--- src/int2roman_pkg.sv ---
// Shared types, constants and letter tables for the integer to Roman numeral block.
// Used by int2roman_ctrl, int2roman_dp and integer_to_roman_numeral.
`timescale 1ns / 1ps

package int2roman_pkg;

  localparam int ValueWidth  = 12;
  localparam int LetterWidth = 8;
  localparam int BcdWidth    = 16;
  localparam int WeightWidth = 14;

  localparam logic [ValueWidth-1:0] MaxValue = ValueWidth'(3999);

  // Decimal places, most significant first
  localparam logic [1:0] PlaceThousands = 2'd3;
  localparam logic [1:0] PlaceHundreds  = 2'd2;
  localparam logic [1:0] PlaceTens      = 2'd1;
  localparam logic [1:0] PlaceUnits     = 2'd0;

  localparam logic [LetterWidth-1:0] LetterM = 8'h4D;
  localparam logic [LetterWidth-1:0] LetterD = 8'h44;
  localparam logic [LetterWidth-1:0] LetterC = 8'h43;
  localparam logic [LetterWidth-1:0] LetterL = 8'h4C;
  localparam logic [LetterWidth-1:0] LetterX = 8'h58;
  localparam logic [LetterWidth-1:0] LetterV = 8'h56;
  localparam logic [LetterWidth-1:0] LetterI = 8'h49;

  typedef enum logic [1:0] {
    ST_IDLE,
    ST_CONV,
    ST_EMIT,
    ST_ERR
  } state_t;

  typedef enum logic [1:0] {
    ROLE_ONE,
    ROLE_FIVE,
    ROLE_TEN
  } role_t;

  typedef struct packed {
    logic load;
    logic conv_step;
    logic emit_step;
    logic err_load;
  } cmd_t;

  typedef struct packed {
    logic range_err;
    logic conv_done;
    logic run_done;
    logic out_free;
  } status_t;

  // Value of digit k at a decimal place
  function automatic logic [WeightWidth-1:0] place_weight(input logic [1:0] place,
                                                          input logic [3:0] k);
    logic [WeightWidth-1:0] w;
    case (place)
      PlaceThousands: w = WeightWidth'(k) * WeightWidth'(1000);
      PlaceHundreds:  w = WeightWidth'(k) * WeightWidth'(100);
      PlaceTens:      w = WeightWidth'(k) * WeightWidth'(10);
      default:        w = WeightWidth'(k);
    endcase
    return w;
  endfunction

  // Number of letters a digit takes at a place; thousands are M repeated
  function automatic logic [2:0] digit_len(input logic [1:0] place, input logic [3:0] d);
    logic [2:0] len;
    if (place == PlaceThousands) begin
      len = d[2:0];
    end else begin
      case (d)
        4'd0:    len = 3'd0;
        4'd1:    len = 3'd1;
        4'd2:    len = 3'd2;
        4'd3:    len = 3'd3;
        4'd4:    len = 3'd2;
        4'd5:    len = 3'd1;
        4'd6:    len = 3'd2;
        4'd7:    len = 3'd3;
        4'd8:    len = 3'd4;
        4'd9:    len = 3'd2;
        default: len = 3'd0;
      endcase
    end
    return len;
  endfunction

  // Which of the one, five and ten letters sits at a position within a digit
  function automatic role_t digit_role(input logic [3:0] d, input logic [1:0] pos);
    role_t r;
    if (d == 4'd9) begin
      r = (pos == 2'd0) ? ROLE_ONE : ROLE_TEN;
    end else if (d == 4'd4) begin
      r = (pos == 2'd0) ? ROLE_ONE : ROLE_FIVE;
    end else if (d >= 4'd5) begin
      r = (pos == 2'd0) ? ROLE_FIVE : ROLE_ONE;
    end else begin
      r = ROLE_ONE;
    end
    return r;
  endfunction

  function automatic logic [LetterWidth-1:0] place_letter(input logic [1:0] place,
                                                          input role_t role);
    logic [LetterWidth-1:0] l;
    case (place)
      PlaceThousands: l = LetterM;
      PlaceHundreds: begin
        case (role)
          ROLE_ONE:  l = LetterC;
          ROLE_FIVE: l = LetterD;
          ROLE_TEN:  l = LetterM;
          default:   l = LetterC;
        endcase
      end
      PlaceTens: begin
        case (role)
          ROLE_ONE:  l = LetterX;
          ROLE_FIVE: l = LetterL;
          ROLE_TEN:  l = LetterC;
          default:   l = LetterX;
        endcase
      end
      default: begin
        case (role)
          ROLE_ONE:  l = LetterI;
          ROLE_FIVE: l = LetterV;
          ROLE_TEN:  l = LetterX;
          default:   l = LetterI;
        endcase
      end
    endcase
    return l;
  endfunction

endpackage

--- src/integer_to_roman_numeral.sv ---
// Top level of the integer to Roman numeral block.
// Instantiates int2roman_ctrl and int2roman_dp; depends on int2roman_pkg.
`timescale 1ns / 1ps

// Converts one 12-bit unsigned value into its Roman numeral, sent out as a
// run of ASCII letters (I V X L C D M), most significant place first, one
// letter per output transaction, with last set on the final letter. Values
// of 0 or above 3999 give a single transaction with letter 0, last 1 and
// error 1. One item is worked on at a time: after the input transaction the
// block pulls out the thousands, hundreds, tens and units digits by compare
// and subtract (one digit per cycle), then walks the digits, producing one
// letter per cycle while the output is not stalled and stepping over each
// zero digit it passes without a letter. The final letter sits in the output
// register while the next input transaction is taken, and output stall
// simply holds the letter sequencer.
module integer_to_roman_numeral (
  input  logic                                  clk,
  input  logic                                  rst,
  input  logic                                  in_valid,
  output logic                                  in_stall,
  input  logic [int2roman_pkg::ValueWidth-1:0]  value,
  output logic                                  out_valid,
  input  logic                                  out_stall,
  output logic [int2roman_pkg::LetterWidth-1:0] letter,
  output logic                                  last,
  output logic                                  error
);
  import int2roman_pkg::*;

  cmd_t    cmd;
  status_t status;

  // Sequence the load, digit and letter steps
  int2roman_ctrl u_ctrl (
    .clk      (clk),
    .rst      (rst),
    .in_valid (in_valid),
    .in_stall (in_stall),
    .status   (status),
    .cmd      (cmd)
  );

  // Hold the value, its decimal digits and the output register
  int2roman_dp u_dp (
    .clk       (clk),
    .rst       (rst),
    .value     (value),
    .cmd       (cmd),
    .status    (status),
    .out_valid (out_valid),
    .out_stall (out_stall),
    .letter    (letter),
    .last      (last),
    .error     (error)
  );

endmodule

--- src/int2roman_ctrl.sv ---
// Controller state machine for the integer to Roman numeral block.
// Depends on int2roman_pkg; drives commands to int2roman_dp.
`timescale 1ns / 1ps

module int2roman_ctrl (
  input  logic                    clk,
  input  logic                    rst,
  input  logic                    in_valid,
  output logic                    in_stall,
  input  int2roman_pkg::status_t  status,
  output int2roman_pkg::cmd_t     cmd
);
  import int2roman_pkg::*;

  state_t state;
  state_t state_next;

  always_ff @(posedge clk) begin
    if (rst) begin
      state <= ST_IDLE;
    end else begin
      state <= state_next;
    end
  end

  always_comb begin
    state_next = state;
    case (state)
      ST_IDLE: begin
        if (in_valid) begin
          state_next = status.range_err ? ST_ERR : ST_CONV;
        end
      end
      ST_CONV: begin
        if (status.conv_done) begin
          state_next = ST_EMIT;
        end
      end
      ST_EMIT: begin
        if (status.out_free && status.run_done) begin
          state_next = ST_IDLE;
        end
      end
      ST_ERR: begin
        if (status.out_free) begin
          state_next = ST_IDLE;
        end
      end
      default: state_next = ST_IDLE;
    endcase
  end

  always_comb begin
    in_stall      = (state != ST_IDLE);
    cmd           = '0;
    case (state)
      ST_IDLE: cmd.load      = in_valid;
      ST_CONV: cmd.conv_step = 1'b1;
      ST_EMIT: cmd.emit_step = status.out_free;
      ST_ERR:  cmd.err_load  = status.out_free;
      default: cmd           = '0;
    endcase
  end

endmodule

--- src/int2roman_dp.sv ---
// Datapath for the integer to Roman numeral block: decimal digit extractor,
// letter sequencer and output register. Depends on int2roman_pkg.
`timescale 1ns / 1ps

module int2roman_dp (
  input  logic                                     clk,
  input  logic                                     rst,
  input  logic [int2roman_pkg::ValueWidth-1:0]     value,
  input  int2roman_pkg::cmd_t                      cmd,
  output int2roman_pkg::status_t                   status,
  output logic                                     out_valid,
  input  logic                                     out_stall,
  output logic [int2roman_pkg::LetterWidth-1:0]    letter,
  output logic                                     last,
  output logic                                     error
);
  import int2roman_pkg::*;

  logic [ValueWidth-1:0]  bin;
  logic [BcdWidth-1:0]    bcd;
  logic [1:0]             place;
  logic [1:0]             pos;

  logic [3:0]             conv_digit;
  logic [WeightWidth-1:0] conv_sub;
  logic [3:0]             digit;
  logic [2:0]             len;
  logic                   pos_end;
  logic                   lower_zero;
  logic                   out_free;

  // Compare the remainder against every multiple of the place weight;
  // the largest multiple that fits gives the digit
  always_comb begin
    conv_digit = 4'd0;
    conv_sub   = '0;
    for (int k = 1; k < 10; k++) begin
      if (WeightWidth'(bin) >= place_weight(place, 4'(k))) begin
        conv_digit = 4'(k);
        conv_sub   = place_weight(place, 4'(k));
      end
    end
  end

  always_comb begin
    digit   = bcd[{place, 2'b00} +: 4];
    len     = digit_len(place, digit);
    pos_end = (len == 3'd0) || ({1'b0, pos} == len - 3'd1);
    case (place)
      PlaceThousands: lower_zero = (bcd[11:0] == '0);
      PlaceHundreds:  lower_zero = (bcd[7:0] == '0);
      PlaceTens:      lower_zero = (bcd[3:0] == '0);
      default:        lower_zero = 1'b1;
    endcase
  end

  assign out_free = !out_valid || !out_stall;

  always_comb begin
    status.range_err = (value == '0) || (value > MaxValue);
    status.conv_done = (place == PlaceUnits);
    status.run_done  = pos_end && lower_zero;
    status.out_free  = out_free;
  end

  always_ff @(posedge clk) begin
    if (cmd.load) begin
      bin   <= value;
      bcd   <= '0;
      place <= PlaceThousands;
      pos   <= 2'd0;
    end else if (cmd.conv_step) begin
      // One digit per step; place wraps back to thousands after the units
      bcd[{place, 2'b00} +: 4] <= conv_digit;
      bin   <= bin - conv_sub[ValueWidth-1:0];
      place <= place - 2'd1;
    end else if (cmd.emit_step) begin
      // Advance to the next place once this digit's letters are out
      if (pos_end) begin
        pos   <= 2'd0;
        place <= place - 2'd1;
      end else begin
        pos <= pos + 2'd1;
      end
    end
  end

  always_ff @(posedge clk) begin
    if (rst) begin
      out_valid <= 1'b0;
    end else if (cmd.err_load || (cmd.emit_step && len != 3'd0)) begin
      out_valid <= 1'b1;
    end else if (!out_stall) begin
      out_valid <= 1'b0;
    end
  end

  always_ff @(posedge clk) begin
    if (cmd.err_load) begin
      letter <= '0;
      last   <= 1'b1;
      error  <= 1'b1;
    end else if (cmd.emit_step && len != 3'd0) begin
      letter <= place_letter(place, digit_role(digit, pos));
      last   <= pos_end && lower_zero;
      error  <= 1'b0;
    end
  end

endmodule

--- config.mk ---
export PLATFORM = sky130hd
export DESIGN_NAME = integer_to_roman_numeral
export DESIGN_NICKNAME = d
export VERILOG_FILES = /design/src/int2roman_pkg.sv /design/src/integer_to_roman_numeral.sv /design/src/int2roman_ctrl.sv /design/src/int2roman_dp.sv
export SDC_FILE = /design/constraint.sdc
export NUM_CORES = 1
export LEC_CHECK = 0
export ABC_AREA = 1
export ABC_CLOCK_PERIOD_IN_PS = 7300
export BUFFER_PORTS_ARGS = -buffer_cell sky130_fd_sc_hd__buf_4
export CORE_ASPECT_RATIO = 1.5
export CORE_UTILIZATION = 35
export CTS_CLUSTER_SIZE = 40
export DETAILED_ROUTE_END_ITERATION = 10
export PLACE_DENSITY = 0.57
export SLEW_MARGIN = 30
export SYNTH_ARGS = -nofsm -noshare
export SYNTH_HDL_FRONTEND = slang
export SYNTH_HIERARCHICAL = 1
export SYNTH_SLANG_ARGS = --single-unit
--- constraint.sdc ---
create_clock -name clk -period 7.3 [get_ports clk]
set_input_delay 0.365 -clock clk [delete_from_list [all_inputs] [get_ports clk]]
set_output_delay 0.365 -clock clk [all_outputs]
set_load 0.02 [all_outputs]
==> flow_summary_export.csv, run 1 <==
group,metric,value,unit
timing,tns,0,ns
grt,grtUsageTotal,22.24,%
setup_path,slowest_stage,"dfxtp_1",
timing,max_slew.worst_pin.slew,0.8529,ns
grt,grt_antenna_before_repair,0,
grt,use_met1,25.34,%
synthesis,ys_async_sr_fraction,0,%
outcome,outcome,"finished, final reports clean",
routing,dr.pass1.iters,5,
routing,drc,0,
grt,grt_pass1_vias,5261,
timing,fin_skew,0.009336,ns
die,io_pins,28,
grt,grt_start_max_net_pins,34,
clock_tree,hold_buffers,0,
timing,finalSetupViolCount,0,
synthesis,synthFlopType,"dfxtp_1",
synthesis,seq_area_frac_synth,19.06,%
setup_path,required,7.33,ns
clock_tree,cts_setup_buffers,0,
clock_tree,cts.clk_slew.worst_paths,0.07,ns
layout,nNetsFinal,928,
setup_path,slowest_delay,0.88,ns
placed_design,pre_cts_slack,1.063,ns
routing,antenna_left,0,
die,die_y,150.5,um
routing,wire_per_inst,15.67,um
layout,seq_area,980.9,um^2
setup_path,crit_top_cell,"nand2_1",
clock_tree,clockBufferDepth,2,
placed_design,dp_hpwl,13.07,mm
die,dieArea,15210,um^2
clock_tree,clockRootBuffer,"clkbuf_16",
grt,overflow,0,
synthesis,synth.cell_area,5147,um^2
synthesis,yosys_warnings,6,
grt,grt_use_met2,40.75,%
setup_path,arrival,6.36,ns
clock_tree,cts_resized,0,
timing,layout_min_cycle_time,6.330,ns
setup_path,critPathLaunchType,"flip-flop",
layout,layout-drive-gt1-share,9.941,%
grt,grt_pass1_wl,26.00,mm
die,start_util,36.27,%
clock_tree,cts_tree,"yes",
layout,mostFrequentLayoutCells,"nand2_1 (228), inv_1 (101), a21oi_1 (91), ha_1 (67), o21ai_0 (49)",
die,core,14190,um^2
synthesis,synth_edf_count,12,
setup_path,cp_max_fo,25,
routing,wl,16.25,mm
timing,relSlewSlack,43.06,%
synthesis,ys_ff_latch,43,
timing,fmax,158.0,MHz
timing,rsz0062_at_grt,"no",
grt,top_usage_layer,"met2",
placed_design,portBuffers,25,
placed_design,gp_congestion,0.9391,
min_path,hp-class,"in2reg",
die,die_w,101.0,um
layout,multiInputGateArea,3660,um^2
layout,final_common_cell,"nand2_1",
layout,utilization,39.89,%
setup_path,endpoint_kind,"flip-flop",
routing,vias,5453,
clock_tree,cts-htree-levels,2,
grt,grt_util_met3,1.903,%
setup_path,path_class,"reg2reg",
routing,via_per_inst,5.258,
clock_tree,cts_made_buffers,5,
layout,area_growth,9.966,%
synthesis,syn_area_per_cell,6.247,um^2
timing,drv_slew,0,
timing,post-route-period-util,86.71,%
layout,fill_cells,1607,
routing,dr.first_iter.drc_count,294,
layout,n_antenna_cell,0,
synthesis,netlist_instances,824,
run,drv_cap,0,
clock_tree,clkLatencyLatePin,0.29,ns
synthesis,ys_types,47,
timing,setup_ws,0.9702,ns
timing,final-hold-violation-count,0,
die,num_rows,53,
clock_tree,clock-sinks,43,
==> registers in the layout, indices dropped and copies added (netlist names) <==
name / flops
u_dp/bcd: 16
u_dp/pos: 2
u_dp/letter: 6
u_dp/error: 1
u_ctrl/state: 2
u_dp/bin: 12
u_dp/last: 1
u_dp/out_valid: 1
u_dp/place: 2
==> final cells by class <==
cell class,instances,area share (%)
Timing Repair Buffer,28,3.714
Inverter,113,7.538
Clock inverter,3,0.3095
Multi-Input combinational cell,653,64.66
Tap cell,192,4.244
Clock buffer,5,2.210
Sequential cell,43,17.33
==> path summary, 6_finish.rpt <==
path,from,to,slack (ns),cells after the start
hold / removal,rst,u_dp/out_valid,0.30,3
hold reg to reg,u_dp/letter[0],u_dp/letter[0],0.46,2
setup reg to reg,u_dp/place[0],u_dp/bin[9],0.97,26
setup / recovery,u_dp/place[0],u_dp/bin[9],0.97,26
==> stage by stage <==
stage / std cells / instance area, um^2 / hold slack (ns)
floorplan: 825 / 5151 / 0.4456
global placement: 1029 / 5518 / 0.4437
detailed placement: 1029 / 5518 / 0.4466
CTS: 1037 / 5660 / 0.2937
global route: 1037 / 5660 / 0.2974
finish: 1037 / 5660 / 0.2997
==> layer usage <==
layer / wire, um / share of wire (%)
met2: 8324 / 51
met1: 6766 / 42
met4: 705 / 4.3
met5: 0 / 0
met3: 456 / 2.8
==> cell usage after synthesis, types with 8 or more instances <==
| cell | number | area (um^2) |
|---|---|---|
| nand2_1 | 228 | 855.8 |
| inv_1 | 101 | 379.1 |
| a21oi_1 | 91 | 455.4 |
| ha_1 | 67 | 838.3 |
| o21ai_0 | 49 | 245.2 |
| nand3_1 | 48 | 240.2 |
| nor2_1 | 48 | 180.2 |
| dfxtp_1 | 31 | 620.6 |
| nand4_1 | 16 | 100.1 |
| nor3_1 | 16 | 80.08 |
| edfxtp_1 | 12 | 360.4 |
| inv_2 | 11 | 41.29 |
| nand2_2 | 10 | 62.56 |
| nor2_2 | 8 | 50.05 |
| nor4_1 | 8 | 50.05 |
| o21ai_1 | 8 | 40.04 |
==> critical path: cells and delay by family (launching register included) <==
kind,cells,cell delay [ns]
DFF,1,0.88
and+or+nand+nor,10,1.36
adders and majority gates,3,1.15
buffers and inverters,4,1.01
AOI/OAI and AO/OA,9,1.64
==> kinds of logic (layout without fill, tap and decap cells) <==
| kind of cell | after synthesis | after routing | share of synthesized area [%] |
|---|---|---|---|
| fa+ha+maj | 68 | 68 | 16.67 |
| compound gates | 172 | 172 | 17.82 |
| other cells | 1 | 2 | 0.07285 |
| buf+inv | 129 | 149 | 9.966 |
| xor+xnor | 5 | 5 | 0.8507 |
| simple gates | 406 | 406 | 35.56 |
| flops | 43 | 43 | 19.06 |
Power of run 1 is not shown: default switching activity piles up to over one toggle a cycle in this logic, so the estimate is an artifact.
==> run 2, diff against run 1 <==
--- a/config.mk
+++ b/config.mk
@@ -12,6 +12,7 @@
 export CORE_UTILIZATION = 35
 export CTS_CLUSTER_SIZE = 40
 export DETAILED_ROUTE_END_ITERATION = 10
+export MAX_ROUTING_LAYER = met4
 export PLACE_DENSITY = 0.57
 export SLEW_MARGIN = 30
 export SYNTH_ARGS = -nofsm -noshare
==> run 2 against run 1 <==
Utilization barely moved. Largest cell class unchanged. Sequential share of layout area barely moved. Critical path type unchanged. Worst setup slack improved by 0.023 ns.
==> flow_summary_export.csv, run 2 (synthesis gave the netlist of run 1 again) <==
group,metric,value,unit
outcome,outcome,"finished, final reports clean",
layout,final_common_cell,"nand2_1",
clock_tree,hold_buffers,0,
timing,tns,0,ns
clock_tree,clockRootBuffer,"clkbuf_16",
clock_tree,cts.clk_slew.worst_paths,0.07,ns
clock_tree,cts_setup_buffers,0,
die,dieArea,15210,um^2
min_path,hp-class,"in2reg",
timing,final-hold-violation-count,0,
grt,grt_start_max_net_pins,34,
clock_tree,cts_resized,0,
layout,layoutNonFillerInstCount,1037,
clock_tree,cts_tree,"yes",
setup_path,slowest_stage,"dfxtp_1",
routing,antenna_left,0,
setup_path,slowest_delay,0.89,ns
die,start_util,36.27,%
clock_tree,clockBufferDepth,2,
setup_path,r2r-end,"u_dp/bin[9]",
timing,post-route-period-util,86.39,%
setup_path,crit_top_cell,"nand2_1",
setup_path,endpoint_kind,"flip-flop",
layout,n_antenna_cell,0,
die,die_y,150.5,um
clock_tree,cts_made_buffers,5,
setup_path,path_class,"reg2reg",
setup_path,cp_max_fo,26,
layout,fill_cells,1613,
grt,grtUsageTotal,22.90,%
timing,max_slew.worst_pin.slew,0.8720,ns
setup_path,rr_worst_depth,29,
timing,relSlewSlack,41.79,%
setup_path,critPathLaunchType,"flip-flop",
layout,largest_registers,"u_dp/bcd: 16 flops, u_dp/bin: 12 flops, u_dp/letter: 6 flops",
die,core,14190,um^2
timing,fmax,158.6,MHz
routing,dr.first_iter.drc_count,375,
layout,mostFrequentLayoutCells,"nand2_1 (228), inv_1 (101), a21oi_1 (91), ha_1 (67), o21ai_0 (49)",
placed_design,dp.cells,1029,
clock_tree,clkLatencyLatePin,0.30,ns
run,drv_cap,0,
grt,grt_antenna_before_repair,0,
placed_design,gp_congestion,0.9484,
die,num_rows,53,
grt,overflow,0,
routing,vias,5531,
layout,nNetsFinal,928,
grt,grt_pass1_vias,5329,
setup_path,r2r-start,"u_dp/place[0]",
layout,largest_reg_flops,16,
routing,dr.pass1.iters,5,
routing,wl,16.43,mm
setup_path,required,7.33,ns
routing,via_per_inst,5.334,
clock_tree,cts-htree-levels,2,
placed_design,portBuffers,25,
min_path,min_path_cells,3,
timing,finalSetupViolCount,0,
timing,fin_skew,0.01384,ns
min_path,min_from,"rst",
layout,layout-drive-gt1-share,9.941,%
placed_design,dp_hpwl,13.16,mm
timing,layout_min_cycle_time,6.306,ns
timing,drv_slew,0,
clock_tree,clock-sinks,43,
routing,drc,0,
setup_path,crit_start,"u_dp/place[0]",
setup_path,worst-path-buf-inv,5,
layout,area_growth,10.06,%
timing,rsz0062_at_grt,"no",
setup_path,arrival,6.34,ns
die,io_pins,28,
layout,largest-register,"u_dp/bcd",
setup_path,reg2reg_slack,0.99,ns
die,die_w,101.0,um
routing,wire_per_inst,15.85,um
grt,grt_pass1_wl,26.06,mm
min_path,whs_endpoint,"u_dp/out_valid",
setup_path,cp_top_family,"compound AO/OA/AOI/OAI gates",
-- run 2: metrics by stage --
step	utilization (%)	hold slack, ns	setup slack [ns]	instance area (um^2)
2_1_floorplan	-	0.4456	2.488	5151
4_1_cts	39.92	0.2984	1.178	5665
6_report	39.92	0.2973	0.9935	5665
5_1_grt	39.92	0.3121	0.6649	5665
3_5_place_dp	38.88	0.4525	1.195	5518
3_3_place_gp	38.88	0.4549	1.262	5518
-- run 2: cell type report --
cell class / count / area (um^2) / share of cell area (%)
Timing Repair Buffer: 28 / 210.2 / 3.710
Tap cell: 192 / 240.2 / 4.240
Inverter: 113 / 426.7 / 7.531
Clock buffer: 5 / 125.1 / 2.208
Clock inverter: 3 / 22.52 / 0.3975
Multi-Input combinational cell: 653 / 3660 / 64.60
Sequential cell: 43 / 980.9 / 17.31
-- run 2: worst max-delay path by stage --
stage | endpoint | cells after the start
after detailed placement | u_dp/bin[9] | 29
final | u_dp/bin[9] | 29
after floorplan | u_dp/bin[8] | 29
after CTS | u_dp/bin[9] | 29
after global placement | u_dp/bin[9] | 29
after global routing | u_dp/bin[9] | 28
-- run 2: metal layers --
| layer | GRT usage, % | vias to the layer above | part of all wire, % |
|---|---|---|---|
| met5 | - | - | 0 |
| met4 | 14.49 | 0 | 5.4 |
| met3 | 2.043 | 54 | 4.1 |
| met2 | 38.80 | 165 | 49 |
| met1 | 25.78 | 2503 | 41 |
| li1 | - | 2809 | - |
-- run 2: tightest hold or removal path, stage by stage --
cell and delay (ns):
buf_4 0.09, a21o_1 0.07, inv_1 0.03
Power of run 2 is left out for the same reason.
